### src/hw/rtl/rau_pkg.sv
// Shared types and codes of the rational arithmetic unit.
`default_nettype none
package rau_pkg;

    // Operation codes carried in tuser
    localparam logic [1:0] OP_ADD    = 2'd0;
    localparam logic [1:0] OP_MUL    = 2'd1;
    localparam logic [1:0] OP_CMP    = 2'd2;
    localparam logic [1:0] OP_UNUSED = 2'd3;

    // Compare outcome codes
    localparam logic [1:0] ORD_LESS    = 2'd0;
    localparam logic [1:0] ORD_EQUAL   = 2'd1;
    localparam logic [1:0] ORD_GREATER = 2'd2;

    // Kind of one sequencer step
    typedef enum logic [1:0] {
        K_GCD,
        K_DIV,
        K_MUL,
        K_END
    } t_kind;

    // Destination of a step result
    typedef enum logic [3:0] {
        D_G1,
        D_G2,
        D_QA,
        D_QB,
        D_QC,
        D_QD,
        D_ACC,
        D_ACC_ADD,
        D_DEN,
        D_ORDER
    } t_dst;

    // One decoded step: what to run, on what, and where the answer goes
    typedef struct packed {
        t_kind              kind;
        logic signed [32:0] x;
        logic signed [32:0] y;
        t_dst               dst;
    } t_uop;

endpackage
`default_nettype wire

### src/hw/rtl/rau_mul.sv
// Registered 33 by 33 signed multiplier; the product is ready in the cycle after start.
`default_nettype none
module rau_mul
    import rau_pkg::*;
(
    input  wire logic               i_clk,
    input  wire logic               i_rst_n,
    input  wire logic               i_start,
    input  wire logic signed [32:0] i_x,
    input  wire logic signed [32:0] i_y,
    output logic                    o_done,
    output logic signed [63:0]      o_prod
);

    logic signed [65:0] full;
    logic               r_done;
    logic signed [63:0] r_prod;

    assign full = i_x * i_y;

    // Hold done for one cycle after a start
    always_ff @(posedge i_clk) begin
        if (!i_rst_n) begin
            r_done <= 1'b0;
        end else begin
            r_done <= i_start;
        end
    end

    // Capture the low 64 bits of the 66-bit product
    always_ff @(posedge i_clk) begin
        if (i_start) begin
            r_prod <= full[63:0];
        end
    end

    assign o_done = r_done;
    assign o_prod = r_prod;

endmodule
`default_nettype wire

### config.mk
export PLATFORM = sky130hd
export DESIGN_NAME = rau_mul
export DESIGN_NICKNAME = d
export VERILOG_FILES = /design/src/hw/rtl/rau_pkg.sv /design/src/hw/rtl/rau_mul.sv
export SDC_FILE = /design/constraint.sdc
export NUM_CORES = 2
export LEC_CHECK = 0
export BUFFER_PORTS_ARGS = -buffer_cell sky130_fd_sc_hd__buf_2
export CORE_MARGIN = 3
export CORE_UTILIZATION = 45
export DETAILED_ROUTE_END_ITERATION = 10
export PLACE_DENSITY = 0.71
export SYNTH_ARGS = -nofsm -noshare
export SYNTH_HDL_FRONTEND = slang
export SYNTH_SLANG_ARGS = --single-unit
### constraint.sdc
create_clock -name i_clk -period 25 [get_ports i_clk]
set_clock_uncertainty 0.2 [all_clocks]
set_input_delay 2.5 -clock i_clk [delete_from_list [all_inputs] [get_ports i_clk]]
set_output_delay 2.5 -clock i_clk [all_outputs]
set_load 0.03 [all_outputs]
==> results.py <==
metrics = {
    "critical_path": {
        "required_ns": 24.98,
        "worst_ep_arrival_time_ns": 10.83,
        "critPathLaunchType": "input port",
        "path_max_fanout": 33,
        "worstSetupStartpoint": "i_y[3]",
        "worstSetupEndpointType": "flip-flop",
        "critPathMaxStageDelay_ns": 0.88,
        "slowest_stage": "fa_1",
        "critPathKind": "in -> reg",
        "crit_chain": "buf_2 -> nand2_1 -> inv_1 -> fa_1 -> fa_1 -> fa_1 -> inv_1 -> fa_1 -> inv_1 -> fa_1 -> fa_1 -> fa_1 -> inv_1 -> fa_1 -> inv_1 -> ha_1 -> and3_2 -> nand4_1 -> or3_1 -> o2111ai_1 -> nand2_1 -> a211oi_1",
        "cpMostUsedCell": "fa_1",
    },
    "timing": {
        "fin_setup_tns_ns": 0,
        "slew_violations": 0,
        "slew_headroom_pct": 23.0,
        "fin_crit_sh_pct": 43.4,
        "tightest_slew_ns": 1.15,
        "post-route-min-period_ns": 10.85,
        "rsz0062_at_grt": "no",
        "whs_ns": 2.15,
        "clock.fmax_ghz": 0.0921,
        "setup_viol": 0,
        "hold_viol_final": 0,
    },
    "logic_synthesis": {
        "synthAdderAreaFrac_pct": 62.0,
        "synth_flop_cell": "edfxtp_1",
        "synthSimpleGateAreaFrac_pct": 15.9,
        "synth_xor_area_share_pct": 1.58,
        "synth_edf_count": 64,
        "synth_nets": 5670,
        "synth_top_family_by_area": "adder cells",
        "ys_ff_latch": 65,
        "seq_area_frac_synth_pct": 4.78,
        "postSynthAreaPerCell_sq_um": 9.52,
        "ys_types": 70,
        "ys.warnings.count": 0,
        "syn_inst": 4264,
        "synth-compound-area-share_pct": 3.57,
        "synth.area.mux_share_pct": 0.0247,
        "netlist_area_sq_mm": 0.0406,
        "async_flop_share_pct": 0,
    },
    "place": {
        "gp_congestion": 0.899,
        "dp_hpwl_um": 84000,
        "portBuffers": 133,
    },
    "global_routing": {
        "grt_usage_pct": 22.8,
        "grt_use_met3_pct": 2.67,
        "grt_pass1_wl_um": 167000,
        "antenna_found_initial": 6,
        "gr-usage-met1_pct": 26.9,
        "grt-ovfl-total": 0,
        "use_met2_pct": 41.2,
        "grt_pass1_vias": 31500,
        "grt_start_max_net_pins": 66,
        "top_usage_layer": "met2",
    },
    "cells_and_area": {
        "fin_nets": 5599,
        "area_delta_synth_final_pct": 3.99,
        "drive_above_1_share_pct": 4.26,
    },
    "worst_hold_path": {
        "min_from": "i_rst_n",
        "min_path_cells": 2,
        "holdPathEnd": "o_done",
        "hold_class": "in -> reg",
    },
    "status": {
        "outcome": "completed",
    },
    "routing": {
        "drt_iter0_markers": 1563,
        "wl_per_cell_um": 19.2,
        "via_per_inst": 5.28,
        "drtAntennaViolNets": 0,
        "route.detailed.drc": 0,
        "drt_wl_total_um": 103000,
        "dr_total_vias": 28300,
        "dr.pass1.iters": 6,
    },
    "clocking": {
        "ctsHoldBuffers": 0,
        "post_cts_buffers": 0,
        "clk_path_buf_depth": 2,
        "htreeDepth": 3,
        "tritoncts": "built",
        "cts_buffers": 9,
        "clkTransAtPathRegs_ns": 0.07,
        "cts.sinks": 65,
        "postCtsResizedCells": 0,
        "clockRootBuffer": "clkbuf_16",
    },
    "floorplan": {
        "die_h_um": 306,
        "die_w_um": 306,
        "rows": 109,
        "initial_core_util_pct": 45.6,
        "die-area_sq_mm": 0.0938,
        "core_sq_mm": 0.0889,
        "ios": 134,
    },
    "job": {
        "maxCapViolations": 0,
    },
}
[area by class of cell]
| type | instances | area, sq um |
|---|---|---|
| fillers | 8369 | 46700 |
| clock buffers | 9 | 225 |
| well taps | 1165 | 1460 |
| repair buffers | 141 | 726 |
| multi-input cells | 2899 | 33700 |
| flip-flops and latches | 65 | 1940 |
| diodes | 4 | 10.0 |
| inverters | 1077 | 4040 |
| clock inverters | 7 | 92.6 |
[cells by family after synthesis]
logic type / count (synthesis)
mux: 1
simple gates: 1274
flops: 65
xor+xnor: 73
buf+inv: 1300
compound gates: 214
fa+ha+maj: 1337
[metal layers]
| metal | up-vias | wire length [um] |
|---|---|---|
| met3 | 259 | 5340 |
| li1 | 12100 | - |
| met5 | - | 12 |
| met1 | 15100 | 37000 |
| met2 | 942 | 54400 |
| met4 | 2 | 6110 |
[stage by stage]
step                      instance area, sq um  cells  worst slack [ns]  utilization, %
after global placement                   41900   5347             13.95            47.1
after floorplan                          40600   4264             14.98               -
after CTS                                42200   5363             14.16            47.5
after detailed placement                 41900   5347             13.78            47.1
after global routing                     42200   5365             13.59            47.5
final                                    42200   5367             14.15            47.5
[cells in the final DEF (no fill, tap or decap), types with 35 or more instances in the layout]
cell type     n
and2_1      550
nor2_1       41
inv_1      1077
ha_1        212
xnor2_1      43
a21oi_1      69
nor2b_1      35
edfxtp_1     64
nand2_1     565
fa_1       1125
buf_2       133
[cell usage after synthesis, drive strengths merged, types with 2 or more instances]
cell type     n  area (sq um)
fa         1125         22500
inv        1077          4040
nand2       565          2120
and2        551          3450
ha          212          2650
clkbuf      205           771
a21oi        72           372
edfxtp       64          1920
xnor2        43           377
nor2         42           160
nor2b        35           219
o21ai        35           175
xor2         30           263
a21o         27           206
nand4        20           125
buf          18           123
a211oi       16           143
nand3        16          80.1
nand2b       13          81.3
o21bai       11          82.6
nor3         10          55.1
o211ai       10          90.1
and3          8          51.3
o21a          8          60.1
or3           6          41.3
a31oi         5          31.3
o221ai        4          35.0
a21boi        3          26.3
o311ai        3          26.3
a2111o        2          22.5
a2111oi       2          18.8
a311oi        2          23.8
nor4          2          12.5
o2111ai       2          35.0
o22ai         2          12.5
or2           2          12.5
or4           2          15.0
[state kept, by name (all words and copies together) (netlist names)]
name	flops
o_prod	64
o_done	1
[how the worst max path moves through the flow]
stage	depth (start not counted)	slack [ns]	end
after floorplan	23	14.98	o_prod[55]
after global placement	22	13.95	o_prod[55]
after detailed placement	22	13.78	o_prod[63]
after CTS	22	14.16	o_prod[55]
after global routing	22	13.59	o_prod[63]
final	22	14.15	o_prod[63]
[worst max-delay path: cells and delay by family]
family / cells / cell delay [ns]
buffers and inverters: 6 / 1.42
AND/OR/NAND/NOR: 5 / 1.17
adder cells (fa/ha/maj): 9 / 5.15
AO/OA/AOI/OAI: 2 / 0.57
Power is not shown: default switching activity piles up to over one toggle a cycle in this logic, so the estimate is an artifact.
