$ cat src/hw/rtl/rau_pkg.sv
// Shared types and codes of the rational arithmetic unit.
`default_nettype none
package rau_pkg;

    // Operation codes carried in tuser
    localparam logic [1:0] OP_ADD    = 2'd0;
    localparam logic [1:0] OP_MUL    = 2'd1;
    localparam logic [1:0] OP_CMP    = 2'd2;
    localparam logic [1:0] OP_UNUSED = 2'd3;

    // Compare outcome codes
    localparam logic [1:0] ORD_LESS    = 2'd0;
    localparam logic [1:0] ORD_EQUAL   = 2'd1;
    localparam logic [1:0] ORD_GREATER = 2'd2;

    // Kind of one sequencer step
    typedef enum logic [1:0] {
        K_GCD,
        K_DIV,
        K_MUL,
        K_END
    } t_kind;

    // Destination of a step result
    typedef enum logic [3:0] {
        D_G1,
        D_G2,
        D_QA,
        D_QB,
        D_QC,
        D_QD,
        D_ACC,
        D_ACC_ADD,
        D_DEN,
        D_ORDER
    } t_dst;

    // One decoded step: what to run, on what, and where the answer goes
    typedef struct packed {
        t_kind              kind;
        logic signed [32:0] x;
        logic signed [32:0] y;
        t_dst               dst;
    } t_uop;

endpackage
`default_nettype wire

$ cat src/hw/rtl/rau_div.sv
// Iterative restoring divider, one quotient bit per cycle.
`default_nettype none
module rau_div
    import rau_pkg::*;
(
    input  wire logic        i_clk,
    input  wire logic        i_rst_n,
    input  wire logic        i_start,
    input  wire logic [31:0] i_dividend,
    input  wire logic [31:0] i_divisor,
    output logic             o_done,
    output logic [31:0]      o_quo,
    output logic [31:0]      o_rem
);

    logic [32:0] r_rem;
    logic [31:0] r_quo;
    logic [31:0] r_dvs;
    logic [5:0]  r_cnt;
    logic        r_done;
    logic [32:0] shifted;
    logic        fits;

    // Trial subtraction of the divisor from the shifted remainder
    always_comb begin
        shifted = {r_rem[31:0], r_quo[31]};
        fits    = shifted >= {1'b0, r_dvs};
    end

    // Control: iteration count and done pulse
    always_ff @(posedge i_clk) begin
        if (!i_rst_n) begin
            r_cnt  <= '0;
            r_done <= 1'b0;
        end else begin
            r_done <= 1'b0;
            if (i_start) begin
                r_cnt <= 6'd32;
            end else if (r_cnt != '0) begin
                r_cnt  <= r_cnt - 6'd1;
                r_done <= (r_cnt == 6'd1);
            end
        end
    end

    // Datapath: load operands, then shift in one quotient bit per cycle
    always_ff @(posedge i_clk) begin
        if (i_start) begin
            r_rem <= '0;
            r_quo <= i_dividend;
            r_dvs <= i_divisor;
        end else if (r_cnt != '0) begin
            r_rem <= fits ? (shifted - {1'b0, r_dvs}) : shifted;
            r_quo <= {r_quo[30:0], fits};
        end
    end

    assign o_done = r_done;
    assign o_quo  = r_quo;
    assign o_rem  = r_rem[31:0];

endmodule
`default_nettype wire

$ cat config.mk
export PLATFORM = sky130hd
export DESIGN_NAME = rau_div
export DESIGN_NICKNAME = d
export VERILOG_FILES = /design/src/hw/rtl/rau_pkg.sv /design/src/hw/rtl/rau_div.sv
export SDC_FILE = /design/constraint.sdc
export NUM_CORES = 1
export LEC_CHECK = 0
export BUFFER_PORTS_ARGS = -buffer_cell sky130_fd_sc_hd__buf_4
export CORE_ASPECT_RATIO = 1.5
export CORE_MARGIN = 3
export CORE_UTILIZATION = 58
export CTS_BUF_LIST = sky130_fd_sc_hd__clkbuf_16
export CTS_CLUSTER_DIAMETER = 100
export DETAILED_ROUTE_END_ITERATION = 8
export PLACE_DENSITY_LB_ADDON = 0.25
export SLEW_MARGIN = 20
export SYNTH_ARGS = -nofsm -noshare
export SYNTH_HDL_FRONTEND = slang
export SYNTH_SLANG_ARGS = --single-unit
$ cat constraint.sdc
create_clock -name i_clk -period 6.2 [get_ports i_clk]
set_input_delay 1.24 -clock i_clk [delete_from_list [all_inputs] [get_ports i_clk]]
set_output_delay 1.24 -clock i_clk [all_outputs]
set_load 0.005 [all_outputs]
==> results.cfg <==
[setup_path]
critical_path.slowest_cell = sky130_fd_sc_hd__or2_2
worstSetupEndpointType = register
ff2ff_path_depth = 10
timing.critical_path.fanout_max = 28
timing.rr.start = r_dvs[26]
criticalPathCategory = register to register
regToRegSetupSlack_ns = 3.00
slowest_delay_ns = 0.56
cp_data_arrival_time_ns = 3.45
worstReg2RegEnd = r_rem[13]
nature_of_the_critical_path_startpoint = register
cp.required_ns = 6.45
path_cells = inv_1 > ha_1 > a21oi_1 > o21ai_0 > a41oi_1 > a31o_1 > a21oi_4 > or2_2 > o311ai_0 > a311oi_1

[floorplan]
design.die.area_mm2 = 0.0118
core_area_mm2 = 0.0102
die_y_um = 132
top_level_ports = 132
placementRows = 45
initial_standard_cell_utilization_of_the_core_pct = 59.8
fp.dieW_um = 89.7

[routing]
detail_route.vias_per_cell = 5.84
drt_wl_total_um = 14700
drc = 0
first_drt_iteration_drcs = 260
routed_length_per_instance_um = 16.7
final_antenna_net_count = 0
route.vias.total = 5132
drtPass1Iterations = 5

[yosys]
mappedNetlistNets = 715
synth-adder-area-share_pct = 7.31
syn-cell-area_mm2 = 0.00610
synth.yosys.seq_area_share_pct = 44.3
synthXorXnorAreaFrac_pct = 2.87
yosysUniqueCellTypes = 71
synth.largest_area_cell = sky130_fd_sc_hd__edfxtp_1
synth_area_leaders = sky130_fd_sc_hd__edfxtp_1 32%, sky130_fd_sc_hd__dfxtp_1 13%, sky130_fd_sc_hd__ha_1 7.0%, sky130_fd_sc_hd__mux2_2 6.5%, sky130_fd_sc_hd__nand2_1 3.4%
synth.area.mux_share_pct = 7.12
dominant_combinational_cell_family_by_area_after_synthesis = compound AO/OA/AOI/OAI gates
synthDominantCellAreaShare_pct = 31.5
synth.avg_cell_area_um2 = 9.94
synth_async_sr_flop_share_pct = 0
synthesis.yosys.warnings = 0
yosys_most_used_dff = sky130_fd_sc_hd__edfxtp_1
synth.ff_latch_count = 103
synth_simple_gate_area_share_pct = 15.9
post_synthesis_cells = 613
synth_compound_gate_area_share_pct = 17.5
synth_enable_flop_cells = 64

[sta]
totalNegativeSetupSlack_ns = 0
final_min_period_over_clock_period_pct = 51.6
hold_violations = 0
timing.max_slew.rel_slack_pct = 37.2
finClkSkew_ns = 0.0111
worst_slack_ns = 3.00
fmax_mhz = 312
transition_at_the_pin_with_the_smallest_max_transition_slack_ns = 0.942
report.final.setup_viol = 0
rsz_0062_raised_after_global_routing = no
final_slew_violations = 0
final.min_clock_period_ns = 3.20

[placed_design]
dp_cells = 863
gp_congestion = 0.921
io_buffer_count = 131
dp_hpwl_um = 10800
dp_slack_ns = 2.66

[job]
maxCapViolations = 0

[final_layout]
synthToLayoutAreaGrowth_pct = 21.8
layout_commonest_cell = sky130_fd_sc_hd__buf_4
layout.core_utilization_pct = 72.8
post_route_cells_drive_above_1_share_pct = 26.7
final_cell_count_no_fill = 879
mostFrequentLayoutCells = 133 x sky130_fd_sc_hd__buf_4, 64 x sky130_fd_sc_hd__edfxtp_1, 55 x sky130_fd_sc_hd__nand2_1, 55 x sky130_fd_sc_hd__nor2_1, 46 x sky130_fd_sc_hd__inv_1
final_nets = 835
insertedDiodeCount = 0

[global_routing]
grt_max_degree = 82
antenna_violations_before_repair = 0
grt_pass1_wl_um = 24500
grt.total_usage_pct = 24.9
grt_overflow = 0
number_of_global_route_vias_before_repair = 5228

[clock_network]
clk-insertion-delay-late_ns = 0.36
cts-buffers-inserted = 9
cts_resized = 0
cts_buffer_depth = 2
cts_setup_buffers = 0
tritoncts = built
tritoncts_num_sinks = 103
cts.htree.levels = 3
cell_at_the_root_of_the_clock_tree = sky130_fd_sc_hd__clkbuf_16
clk_transition_reported_paths_ns = 0.08
cts-hold-fix-buffers = 0

[hold_path]
min_path_type = register to register
timing.hold.worst_path_depth = 2
holdCritStartpoint = r_rem[11]
hold_end = r_rem[12]

[power_and_ir_drop]
design_power_total_w = 0.00332
ir_drop_uv = 219
total_leakage_power_nw = 3.13
power.density_mw_per_mm2 = 447

[outcome]
run_status = complete, no violations
## routing by layer
| layer | vias up | GRT usage (%) | part of all wire (%) |
|---|---|---|---|
| li1 | 2520 | - | - |
| met1 | 2414 | 29.3 | 40 |
| met2 | 168 | 43.6 | 51 |
| met3 | 30 | 5.56 | 6.5 |
| met4 | 0 | 10.5 | 2.5 |
| met5 | - | 0 | 0 |
## sequential cells by signal, summed over array words and instances (netlist names)
name	cells
o_quo	32
r_dvs	32
r_rem	32
r_cnt	6
o_done	1
## worst max-delay path, delay by kind of cell (launching register included)
kind / cells / cell delay, ns
AOI/OAI and AO/OA: 7 / 1.73
adders and majority gates: 1 / 0.41
DFF: 1 / 0.33
and+or+nand+nor: 1 / 0.56
buffers and inverters: 1 / 0.05
## synthesized netlist by cell type (3+ instances only)
| master | number |
|---|---|
| sky130_fd_sc_hd__o221ai_1 | 3 |
| sky130_fd_sc_hd__o21ai_0 | 20 |
| sky130_fd_sc_hd__nor2b_1 | 7 |
| sky130_fd_sc_hd__or2_2 | 3 |
| sky130_fd_sc_hd__a31oi_1 | 4 |
| sky130_fd_sc_hd__nand3_1 | 11 |
| sky130_fd_sc_hd__mux2i_1 | 4 |
| sky130_fd_sc_hd__buf_2 | 5 |
| sky130_fd_sc_hd__o311ai_0 | 4 |
| sky130_fd_sc_hd__mux2_2 | 35 |
| sky130_fd_sc_hd__xnor2_1 | 13 |
| sky130_fd_sc_hd__o21ai_1 | 3 |
| sky130_fd_sc_hd__nor4_1 | 5 |
| sky130_fd_sc_hd__o31ai_1 | 3 |
| sky130_fd_sc_hd__a21oi_1 | 33 |
| sky130_fd_sc_hd__xor2_1 | 7 |
| sky130_fd_sc_hd__nor3_1 | 11 |
| sky130_fd_sc_hd__a211oi_1 | 10 |
| sky130_fd_sc_hd__a32oi_1 | 3 |
| sky130_fd_sc_hd__o21a_1 | 5 |
| sky130_fd_sc_hd__clkbuf_1 | 11 |
| sky130_fd_sc_hd__dfxtp_1 | 39 |
| sky130_fd_sc_hd__nand4_1 | 8 |
| sky130_fd_sc_hd__ha_1 | 34 |
| sky130_fd_sc_hd__o211ai_1 | 5 |
| sky130_fd_sc_hd__and3_1 | 4 |
| sky130_fd_sc_hd__nand4b_1 | 4 |
| sky130_fd_sc_hd__inv_1 | 46 |
| sky130_fd_sc_hd__a311oi_1 | 16 |
| sky130_fd_sc_hd__nand3b_1 | 5 |
| sky130_fd_sc_hd__o2111ai_1 | 4 |
| sky130_fd_sc_hd__or3_1 | 6 |
| sky130_fd_sc_hd__edfxtp_1 | 64 |
| sky130_fd_sc_hd__nand2_1 | 55 |
| sky130_fd_sc_hd__and2_1 | 7 |
| sky130_fd_sc_hd__a21o_1 | 8 |
| sky130_fd_sc_hd__nand2b_1 | 8 |
| sky130_fd_sc_hd__nor2_1 | 55 |
| sky130_fd_sc_hd__buf_1 | 3 |
## report_power, final
part | switching, W | internal [W]
clock | 0.000263 | 0.000277
combinational | 0.000959 | 0.000736
sequential | 0.000147 | 0.000936
## kinds of logic (layout without fill, tap and decap cells)
group | count (synthesis) | in the layout
xor gates and xnor gates | 20 | 20
muxes | 39 | 39
AOI/OAI and AO/OA | 148 | 148
and+or+nand+nor | 198 | 198
DFF | 103 | 103
buffers and inverters | 70 | 195
adders and majority gates | 35 | 35
## final cells by class
cell class              instances  area, um^2
multi-input cells             440        3090
fillers                       767        2770
flip-flops and latches        103        2700
repair buffers                133         998
clock buffers                   9         225
well taps                     141         176
inverters                      46         173
clock inverters                 7        56.3
## worst max path at each step
stage                           end      start  cells after the start  slack (ns)
final                     r_rem[13]  r_dvs[26]                     10        3.00
after floorplan            o_quo[0]   r_rem[3]                     10        3.44
after global routing      r_rem[17]  r_dvs[28]                     10        2.74
after detailed placement  r_rem[13]  r_rem[26]                      9        2.66
after global placement    r_rem[17]  r_dvs[27]                     10        2.87
after CTS                 r_rem[13]  r_rem[26]                      9        2.63
## metrics by stage
step / hold slack (ns) / area, um^2
floorplan: 0.496 / 6100
global placement: 0.503 / 7140
detailed placement: 0.507 / 7140
CTS: 0.516 / 7420
global route: 0.545 / 7420
finish: 0.514 / 7420
Note: power is estimated with default switching activity, not from simulation.
